### config.mk
export PLATFORM = sky130hd
export DESIGN_NAME = battery_charge_supervisor_flat
export DESIGN_NICKNAME = d
export VERILOG_FILES = /design/src/sv/bcs_pkg.sv /design/src/sv/bcs_if.sv /design/src/sv/bcs_step.sv /design/src/sv/battery_charge_supervisor.sv /design/src/flat_wrapper.sv
export SDC_FILE = /design/constraint.sdc
export NUM_CORES = 1
export LEC_CHECK = 0
export ABC_AREA = 1
export BUFFER_PORTS_ARGS = -buffer_cell sky130_fd_sc_hd__buf_2
export CORE_ASPECT_RATIO = 1.5
export CORE_MARGIN = 2
export CORE_UTILIZATION = 50
export CTS_CLUSTER_DIAMETER = 50
export DETAILED_ROUTE_END_ITERATION = 12
export GPL_TIMING_DRIVEN = 0
export HOLD_SLACK_MARGIN = 0.08
export PLACE_DENSITY = 0.74
export SKIP_LAST_GASP = 1
export SLEW_MARGIN = 20
export SYNTH_ARGS = -nofsm -noshare
export SYNTH_HDL_FRONTEND = slang
export SYNTH_HIERARCHICAL = 1
export SYNTH_SLANG_ARGS = --single-unit
### constraint.sdc
create_clock -name clk_i -period 10.05 [get_ports clk_i]
set_input_delay 3.015 -clock clk_i [delete_from_list [all_inputs] [get_ports clk_i]]
set_output_delay 3.015 -clock clk_i [all_outputs]
set_load 0.01 [all_outputs]
### src/sv/bcs_pkg.sv
`default_nettype none
package bcs_pkg;

  localparam int unsigned MaxRes = 3;

  // input operations
  localparam logic [2:0] OpFrame     = 3'd0;
  localparam logic [2:0] OpStartReq  = 3'd1;
  localparam logic [2:0] OpStopReq   = 3'd2;
  localparam logic [2:0] OpStatus    = 3'd3;
  localparam logic [2:0] OpSpeed     = 3'd4;

  // result kinds
  localparam logic [1:0] KindTx      = 2'd0;
  localparam logic [1:0] KindStop    = 2'd1;
  localparam logic [1:0] KindStart   = 2'd2;
  localparam logic [1:0] KindAlarm   = 2'd3;

  // alarm codes
  localparam logic [1:0] AlarmCharger = 2'd0;
  localparam logic [1:0] AlarmBms     = 2'd1;
  localparam logic [1:0] AlarmFailed  = 2'd2;

  // robot status
  localparam logic [1:0] StatOther   = 2'd0;
  localparam logic [1:0] StatRunning = 2'd1;
  localparam logic [1:0] StatIdle    = 2'd2;
  localparam logic [1:0] StatBad     = 2'd3;

  // CAN identifiers
  localparam logic [10:0] IdChargerPoll  = 11'h0A1;
  localparam logic [10:0] IdChargerReply = 11'h0A0;
  localparam logic [10:0] IdPack         = 11'h351;
  localparam logic [10:0] IdBmsStatus    = 11'h352;

  // config register indexes
  localparam logic [7:0] RegStopSoc    = 8'd0;
  localparam logic [7:0] RegResumeSoc  = 8'd1;
  localparam logic [7:0] RegManualSpd  = 8'd2;
  localparam logic [7:0] RegFailLimit  = 8'd3;

  localparam logic [6:0]  StopSocRst   = 7'd79;
  localparam logic [6:0]  ResumeSocRst = 7'd75;
  localparam logic [14:0] ManualSpdRst = 15'd10;
  localparam logic [7:0]  FailLimitRst = 8'd100;
  localparam logic [7:0]  FailCountMax = 8'd255;

  typedef struct packed {
    logic [2:0]         operation;
    logic [10:0]        frame_id;
    logic [63:0]        frame_bytes;
    logic [1:0]         robot_status;
    logic signed [15:0] forward_speed;
  } in_item_t;

  typedef struct packed {
    logic [1:0]  kind;
    logic [10:0] tx_id;
    logic [63:0] tx_bytes;
    logic [1:0]  alarm_code;
    logic [25:0] fault_mask;
    logic        charge_enabled;
    logic        last;
  } out_item_t;

  typedef out_item_t [MaxRes-1:0] res_vec_t;

  typedef struct packed {
    logic [7:0]  index;
    logic [15:0] value;
  } cfg_req_t;

  typedef struct packed {
    logic [6:0]  stop_soc;
    logic [6:0]  resume_soc;
    logic [14:0] manual_speed_min;
    logic [7:0]  fail_limit;
  } cfg_t;

  typedef struct packed {
    logic               charge_on;
    logic               error_watch;
    logic               resume_pending;
    logic               manual_mark;
    logic [7:0]         fail_count;
    logic [15:0]        soc_percent;
    logic signed [15:0] pack_current;
    logic [1:0]         status_now;
    logic [1:0]         status_before;
    logic signed [15:0] speed_now;
  } state_t;

endpackage
`default_nettype wire

### src/sv/bcs_if.sv
`default_nettype none
interface bcs_in_if;
  logic               valid;
  logic               ready;
  bcs_pkg::in_item_t  data;
  modport source (output valid, output data, input ready);
  modport sink (input valid, input data, output ready);
endinterface

interface bcs_out_if;
  logic               valid;
  logic               ready;
  bcs_pkg::out_item_t data;
  modport source (output valid, output data, input ready);
  modport sink (input valid, input data, output ready);
endinterface

interface bcs_cfg_if;
  logic               valid;
  logic               ready;
  bcs_pkg::cfg_req_t  data;
  modport source (output valid, output data, input ready);
  modport sink (input valid, input data, output ready);
endinterface
`default_nettype wire

### src/sv/bcs_step.sv
`default_nettype none
module bcs_step (
  input  bcs_pkg::in_item_t item_i,
  input  bcs_pkg::state_t   state_i,
  input  bcs_pkg::cfg_t     cfg_i,
  output bcs_pkg::state_t   state_o,
  output bcs_pkg::res_vec_t res_o,
  output logic [1:0]        nres_o
);
  import bcs_pkg::*;

  always_comb begin
    state_t      s;
    res_vec_t    r;
    logic [1:0]  n;
    logic [15:0] cur;
    logic [25:0] mask;
    logic [7:0]  fc;
    logic        started;
    logic        manual;
    logic [63:0] b;

    s    = state_i;
    r    = '0;
    n    = 2'd0;
    b    = item_i.frame_bytes;
    cur  = {b[23:16], b[31:24]};
    fc   = s.fail_count;
    mask = '0;
    started = 1'b0;
    manual  = 1'b0;

    unique case (item_i.operation)
      OpFrame: begin
        if (item_i.frame_id == IdChargerPoll) begin
          r[n].kind     = KindTx;
          r[n].tx_id    = IdChargerReply;
          r[n].tx_bytes = {63'd0, s.charge_on};
          n = n + 2'd1;
          if (b[7:0] != 8'd0 && s.error_watch) begin
            r[n].kind       = KindAlarm;
            r[n].alarm_code = AlarmCharger;
            n = n + 2'd1;
            r[n].kind = KindStop;
            n = n + 2'd1;
            s.error_watch = 1'b0;
            s.charge_on   = 1'b0;
          end
        end else if (item_i.frame_id == IdPack) begin
          s.soc_percent  = {b[39:32], b[47:40]};
          s.pack_current = $signed(cur);
          if (s.resume_pending && s.soc_percent <= {9'd0, cfg_i.resume_soc}) begin
            if (!s.charge_on) begin
              s.charge_on = 1'b1;
              r[n].kind = KindStart;
              n = n + 2'd1;
            end
            s.resume_pending = 1'b0;
          end
          if (s.charge_on && s.soc_percent >= {9'd0, cfg_i.stop_soc}) begin
            r[n].kind = KindStop;
            n = n + 2'd1;
            s.manual_mark    = 1'b1;
            s.resume_pending = 1'b1;
            s.charge_on      = 1'b0;
          end
          // running edge or manual push while idle cancels the pending resume
          started = (s.status_before != s.status_now) && (s.status_now == StatRunning);
          manual  = s.manual_mark && (s.speed_now >= $signed({1'b0, cfg_i.manual_speed_min}))
                    && (s.status_now == StatIdle);
          if (s.resume_pending && (started || manual)) begin
            s.resume_pending = 1'b0;
            s.manual_mark    = 1'b0;
          end
          s.status_before = s.status_now;
        end else if (item_i.frame_id == IdBmsStatus) begin
          if (s.charge_on) begin
            if (s.pack_current > 16'sd0) begin
              s.fail_count = '0;
            end else begin
              if (fc != FailCountMax) begin
                fc = fc + 8'd1;
              end
              s.fail_count = fc;
              if (fc >= cfg_i.fail_limit) begin
                r[n].kind       = KindAlarm;
                r[n].alarm_code = AlarmFailed;
                n = n + 2'd1;
                s.fail_count = '0;
                s.charge_on  = 1'b0;
              end
            end
          end
          for (int i = 0; i < 11; i++) begin
            mask[i] = b[2*i+1];
          end
          mask[16:11] = b[39:34];
          mask[24:17] = b[47:40];
          if (mask != '0) begin
            r[n].kind       = KindAlarm;
            r[n].alarm_code = AlarmBms;
            r[n].fault_mask = mask;
            n = n + 2'd1;
            r[n].kind = KindStop;
            n = n + 2'd1;
            s.charge_on = 1'b0;
          end
        end
      end
      OpStartReq: begin
        if (s.soc_percent < {9'd0, cfg_i.stop_soc}) begin
          s.charge_on      = 1'b1;
          s.error_watch    = 1'b1;
          s.resume_pending = 1'b0;
        end else begin
          s.charge_on      = 1'b0;
          s.resume_pending = 1'b1;
          s.manual_mark    = 1'b1;
          r[n].kind = KindStop;
          n = n + 2'd1;
        end
      end
      OpStopReq: begin
        s.charge_on = 1'b0;
      end
      OpStatus: begin
        s.status_now = (item_i.robot_status == StatBad) ? StatOther : item_i.robot_status;
      end
      OpSpeed: begin
        s.speed_now = item_i.forward_speed;
      end
      default: begin
      end
    endcase

    for (int k = 0; k < MaxRes; k++) begin
      r[k].charge_enabled = s.charge_on;
      r[k].last           = (n != 2'd0) && (k[1:0] == n - 2'd1);
    end

    state_o = s;
    res_o   = r;
    nres_o  = n;
  end

endmodule
`default_nettype wire

### src/sv/battery_charge_supervisor.sv
`default_nettype none
// Channel  Dir  Payload                                   Notes
// in_i     in   operation, frame_id, frame_bytes,         CAN frame or host event
//               robot_status, forward_speed
// out_o    out  kind, tx_id, tx_bytes, alarm_code,        0..3 results per request,
//               fault_mask, charge_enabled, last          last marks the final one
// cfg_i    in   index (8b), value (16b)                   regs 0..3, always ready
//
// A request is evaluated in the cycle it is accepted; state updates at that edge and
// its results (up to three) land in a small result buffer, one result per cycle out
// while out_o.ready is high. A request that yields no result or one result can follow
// every cycle; one with more results holds in_i off while the buffer drains.
// in_i.ready is high when the buffer is empty or its last result goes out this cycle,
// so a stalled sink stalls the input while any result of the previous request is held.
// rst_ni (async, low) clears all supervisor state and loads register defaults.
module battery_charge_supervisor (
  input  wire logic  clk_i,
  input  wire logic  rst_ni,
  bcs_in_if.sink     in_i,
  bcs_out_if.source  out_o,
  bcs_cfg_if.sink    cfg_i
);
  import bcs_pkg::*;

  state_t     state_q, state_d;
  cfg_t       cfg_q;
  res_vec_t   res_q, res_d;
  logic [1:0] cnt_q;     // results held for the current request
  logic [1:0] idx_q;     // next result to present
  logic [1:0] nres;
  logic       in_acc;
  logic       out_acc;
  logic       out_done;

  bcs_step u_step (
    .item_i  (in_i.data),
    .state_i (state_q),
    .cfg_i   (cfg_q),
    .state_o (state_d),
    .res_o   (res_d),
    .nres_o  (nres)
  );

  assign out_acc  = out_o.valid && out_o.ready;
  assign out_done = out_acc && (idx_q == cnt_q - 2'd1);
  assign in_i.ready = (cnt_q == 2'd0) || out_done;
  assign in_acc = in_i.valid && in_i.ready;

  assign out_o.valid = (cnt_q != 2'd0);
  assign out_o.data  = res_q[idx_q];

  assign cfg_i.ready = 1'b1;

  // supervisor state
  always_ff @(posedge clk_i or negedge rst_ni) begin
    if (!rst_ni) begin
      state_q <= '0;
    end else if (in_acc) begin
      state_q <= state_d;
    end
  end

  // configuration registers; the user must write them only while idle, the block does not enforce it
  always_ff @(posedge clk_i or negedge rst_ni) begin
    if (!rst_ni) begin
      cfg_q.stop_soc         <= StopSocRst;
      cfg_q.resume_soc       <= ResumeSocRst;
      cfg_q.manual_speed_min <= ManualSpdRst;
      cfg_q.fail_limit       <= FailLimitRst;
    end else if (cfg_i.valid) begin
      unique case (cfg_i.data.index)
        RegStopSoc:   cfg_q.stop_soc         <= cfg_i.data.value[6:0];
        RegResumeSoc: cfg_q.resume_soc       <= cfg_i.data.value[6:0];
        RegManualSpd: cfg_q.manual_speed_min <= cfg_i.data.value[14:0];
        RegFailLimit: cfg_q.fail_limit       <= cfg_i.data.value[7:0];
        default: begin
        end
      endcase
    end
  end

  // result buffer control
  always_ff @(posedge clk_i or negedge rst_ni) begin
    if (!rst_ni) begin
      cnt_q <= '0;
      idx_q <= '0;
    end else if (in_acc) begin
      cnt_q <= nres;
      idx_q <= '0;
    end else if (out_done) begin
      cnt_q <= '0;
      idx_q <= '0;
    end else if (out_acc) begin
      idx_q <= idx_q + 2'd1;
    end
  end

  // result payload, no reset needed
  always_ff @(posedge clk_i) begin
    if (in_acc) begin
      res_q <= res_d;
    end
  end

endmodule
`default_nettype wire

### src/flat_wrapper.sv
// flat-port wrapper written by rule: the top's interface ports become plain ports
module battery_charge_supervisor_flat import bcs_pkg::*;
  (clk_i, rst_ni, in_i_valid, in_i_data, in_i_ready, out_o_valid, out_o_data, out_o_ready, cfg_i_valid, cfg_i_data, cfg_i_ready);
  bcs_in_if in_i_i ();
  bcs_out_if out_o_i ();
  bcs_cfg_if cfg_i_i ();
  input  wire logic clk_i;
  input  wire logic rst_ni;
  input wire logic [$bits(in_i_i.valid)-1:0] in_i_valid;
  input wire logic [$bits(in_i_i.data)-1:0] in_i_data;
  output wire logic [$bits(in_i_i.ready)-1:0] in_i_ready;
  output wire logic [$bits(out_o_i.valid)-1:0] out_o_valid;
  output wire logic [$bits(out_o_i.data)-1:0] out_o_data;
  input wire logic [$bits(out_o_i.ready)-1:0] out_o_ready;
  input wire logic [$bits(cfg_i_i.valid)-1:0] cfg_i_valid;
  input wire logic [$bits(cfg_i_i.data)-1:0] cfg_i_data;
  output wire logic [$bits(cfg_i_i.ready)-1:0] cfg_i_ready;
  assign in_i_i.valid = in_i_valid;
  assign in_i_i.data = in_i_data;
  assign in_i_ready = in_i_i.ready;
  assign out_o_valid = out_o_i.valid;
  assign out_o_data = out_o_i.data;
  assign out_o_i.ready = out_o_ready;
  assign cfg_i_i.valid = cfg_i_valid;
  assign cfg_i_i.data = cfg_i_data;
  assign cfg_i_ready = cfg_i_i.ready;
  battery_charge_supervisor u_core (.clk_i(clk_i), .rst_ni(rst_ni), .in_i(in_i_i), .out_o(out_o_i), .cfg_i(cfg_i_i));
endmodule
==> metrics.txt <==
Area Overhead vs Synth=20.2%; CTS H-tree lvls=2; max incr delay on CP=0.26 ns; syn_area_per_cell=10.2 sq um; Arr. time, crit path=a little under 4 ns; Hold WS=between 0.4 and 0.5 ns; critical path's top delay family=buffers and inverters; GP Congestion=0.964; Max clock buf depth=3; Core Rows=92; 1st-pass router iterations=5; Tmin final=roughly 7 ns; post-DR wirelength/cell=~15 um; Unique masters post-synth=47; Pleak=approximately 12 nW; Setup violations, final=0; status=finished, final reports clean; hold_sp=u_core/cfg_q[18]; R2R Path End=u_core/res_q[26]; core area=between 0.04 and 0.05 sq mm; CTS tree=done; Starting Density=50.6%; maximum VDD drop=0.148 mV; EDFF count, synth=321; Clock Skew=about 0.022 ns; ys async rst share=24.6%; clk root buf=clkbuf_16; final core occ=60.8%; post-DP HPWL=35.7 mm; Max Cap Viol=0; Die Ht=between 200 and 300 um; Slew Viols, Final=0; Worst EP required=7.04 ns; cts repair resizes=0; Starting DRT DRC Count=997; DRC viols=0; CTS buffer count=42; CTS Hold Buffers Added=0; Crit Path Max Fanout=10; Top cell by count, worst path=buf_2; Syn Inst Count=2,083; clock sinks=426; startpoint class of the critical path=input pin; Worst Reg-to-Reg Cells=16; IO Pins=235; Via density=between 4 and 5; post-route clock period utilization=69.4%; end point of the worst hold path=u_core/cfg_q[18]; Nets=roughly 2,800; Synth warnings=6; buffers and inverters on the worst path=4; worst r2r src=u_core/state_q[52]; RSZ-0062 raised after global routing=false; reg2reg setup slack=between 6 and 7 ns; total grt overflow=0; highest-count cells in the layout ignoring fill and taps=321 x edfxtp_1, 289 x nand2_1, 265 x buf_4; crit-path cells=buf_2 -> inv_1 -> nor2_1 -> nand3_2 -> nand2_2 -> buf_2 -> buf_2; pre-CTS setup slack=3.10 ns; element type at the critical path end=output port; die footprint=0.0442 sq mm; Rel. slew slack=53.9%; PnR worst setup slack=3.08 ns; port bufs=212; sequential-to-total area share from yosys stat=57.8%; Fin Setup TNS=0 ns; Fillers=roughly 3,500; Die W=172 um; number of antenna violations at the first check in global routing=8; Seq. cell area=0.0123 sq mm; Slowest-stage cell, CP=buf_2; via count=15,500; CTS clk-pin slew, worst paths=~0.060 ns; first-pass GRT wire length=77.0 mm; multi-input logic area=0.00692 sq mm; f_max=about 0.14 GHz; GRT Util Overall=around 22%; DRT antenna net count=0; Post-Layout Inst Area=0.0255 sq mm; commonest non-fill, non-tap cell in the layout=edfxtp_1; post-CTS repair timing setup buffer count=0; post-synth design cell area=0.0212 sq mm; vias in the first global route=15,300; Slew @ Worst Pin=0.691 ns; dpl cell area=0.0242 sq mm; Worst Hold Path Cells=2; largest net degree at the start of global routing=72; WS Path Type=in2out; Yosys reg bits=426; share of cells above drive strength 1=~25%; drt total wl=48.9 mm; HP Class=reg2reg; Final Hold Vio Count=0; worst skew pair latency=between 0.5 and 0.6 ns; P per Cell Area=203 mW/mm^2; Synth Flop Type=edfxtp_1
worst max path at each step:
stage                      startpoint           endpoint  depth (start not counted)
after floorplan           out_o_ready    u_core/res_q[0]                          8
after global placement    out_o_ready  u_core/res_q[252]                          9
after detailed placement  out_o_ready         in_i_ready                          7
after CTS                 out_o_ready         in_i_ready                          7
after global routing      out_o_ready         in_i_ready                          7
final                     out_o_ready         in_i_ready                          7
state kept, by name, summed over array words and instances (netlist names):
| signal | cells |
|---|---|
| u_core/cfg_q | 37 |
| u_core/cnt_q | 2 |
| u_core/idx_q | 2 |
| u_core/res_q | 321 |
| u_core/state_q | 64 |
area by class of cell:
cell class / instances / area share, %
Sequential cell: 426 / 48.1
Clock buffer: 51 / 4.50
Timing Repair Buffer: 222 / 4.99
Clock inverter: 26 / 0.803
Tap cell: 564 / 2.76
Buffer: 361 / 9.57
Multi-Input combinational cell: 1402 / 27.1
Antenna cell: 3 / 0.0294
Inverter: 147 / 2.18
power by group:
| part | switching [mW] | internal (mW) | leakage [nW] | total (mW) |
|---|---|---|---|---|
| Combinational | 0.996 | 0.549 | 6.39 | 1.55 |
| Sequential | 0.0590 | 2.05 | 4.53 | 2.11 |
| Clock | 0.683 | 0.853 | 0.655 | 1.54 |
logic make-up after synthesis:
group,share of synthesized area (%)
AO/OA/AOI/OAI,8.12
XOR/XNOR,0.206
adder cells (fa/ha/maj),2.77
buffers and inverters,14.1
flip-flops,57.8
multiplexers,1.48
other,0.0353
AND/OR/NAND/NOR,15.5
routing by layer:
layer / vias up / track usage (%) / part of all wire (%)
li1: 7644 / - / -
met1: 7202 / 24.1 / 37
met2: 475 / 41.0 / 53
met3: 140 / 3.86 / 5.3
met4: 10 / 11.3 / 5.3
met5: - / 0 / 0.14
stage by stage:
| stage | total power [mW] | instances |
|---|---|---|
| after floorplan | 3.08 | 2336 |
| after global placement | 3.66 | 3112 |
| after detailed placement | 3.70 | 3122 |
| after CTS | 5.24 | 3199 |
| after global routing | 5.49 | 3201 |
| final | 5.19 | 3202 |
Yosys cell counts (10+ instances only):
cell type	n	share of area [%]
a21oi_1	23	0.54
buf_1	11	0.19
buf_2	27	0.64
buf_4	265	9.4
clkbuf_1	50	0.88
dfrtp_1	91	11
dfstp_2	14	1.7
edfxtp_1	321	45
ha_1	47	2.8
inv_1	138	2.4
mux2_1	10	0.53
mux2_2	18	0.95
nand2_1	289	5.1
nand3_1	197	4.6
nand4_1	13	0.38
nor2_1	152	2.7
nor3_1	57	1.3
nor4_1	10	0.29
o21a_1	17	0.60
o21ai_0	231	5.4
o21ai_1	32	0.75
worst reg2reg max path, stage by stage (launching register included):
cell and delay (ns):
dfrtp_1 0.42, ha_1 0.22, nand4_1 0.15, nor2_2 0.22, inv_2 0.10, nand3_1 0.10, xor2_1 0.23, inv_1 0.08
ha_1 0.31, nand2_1 0.06, nor2_1 0.12, nand4_1 0.12, o2111ai_2 0.19, nand2_1 0.17, o21ai_2 0.29, buf_2 0.31
nor3_1 0.11
No activity file was read; power rests on OpenSTA's default activity.
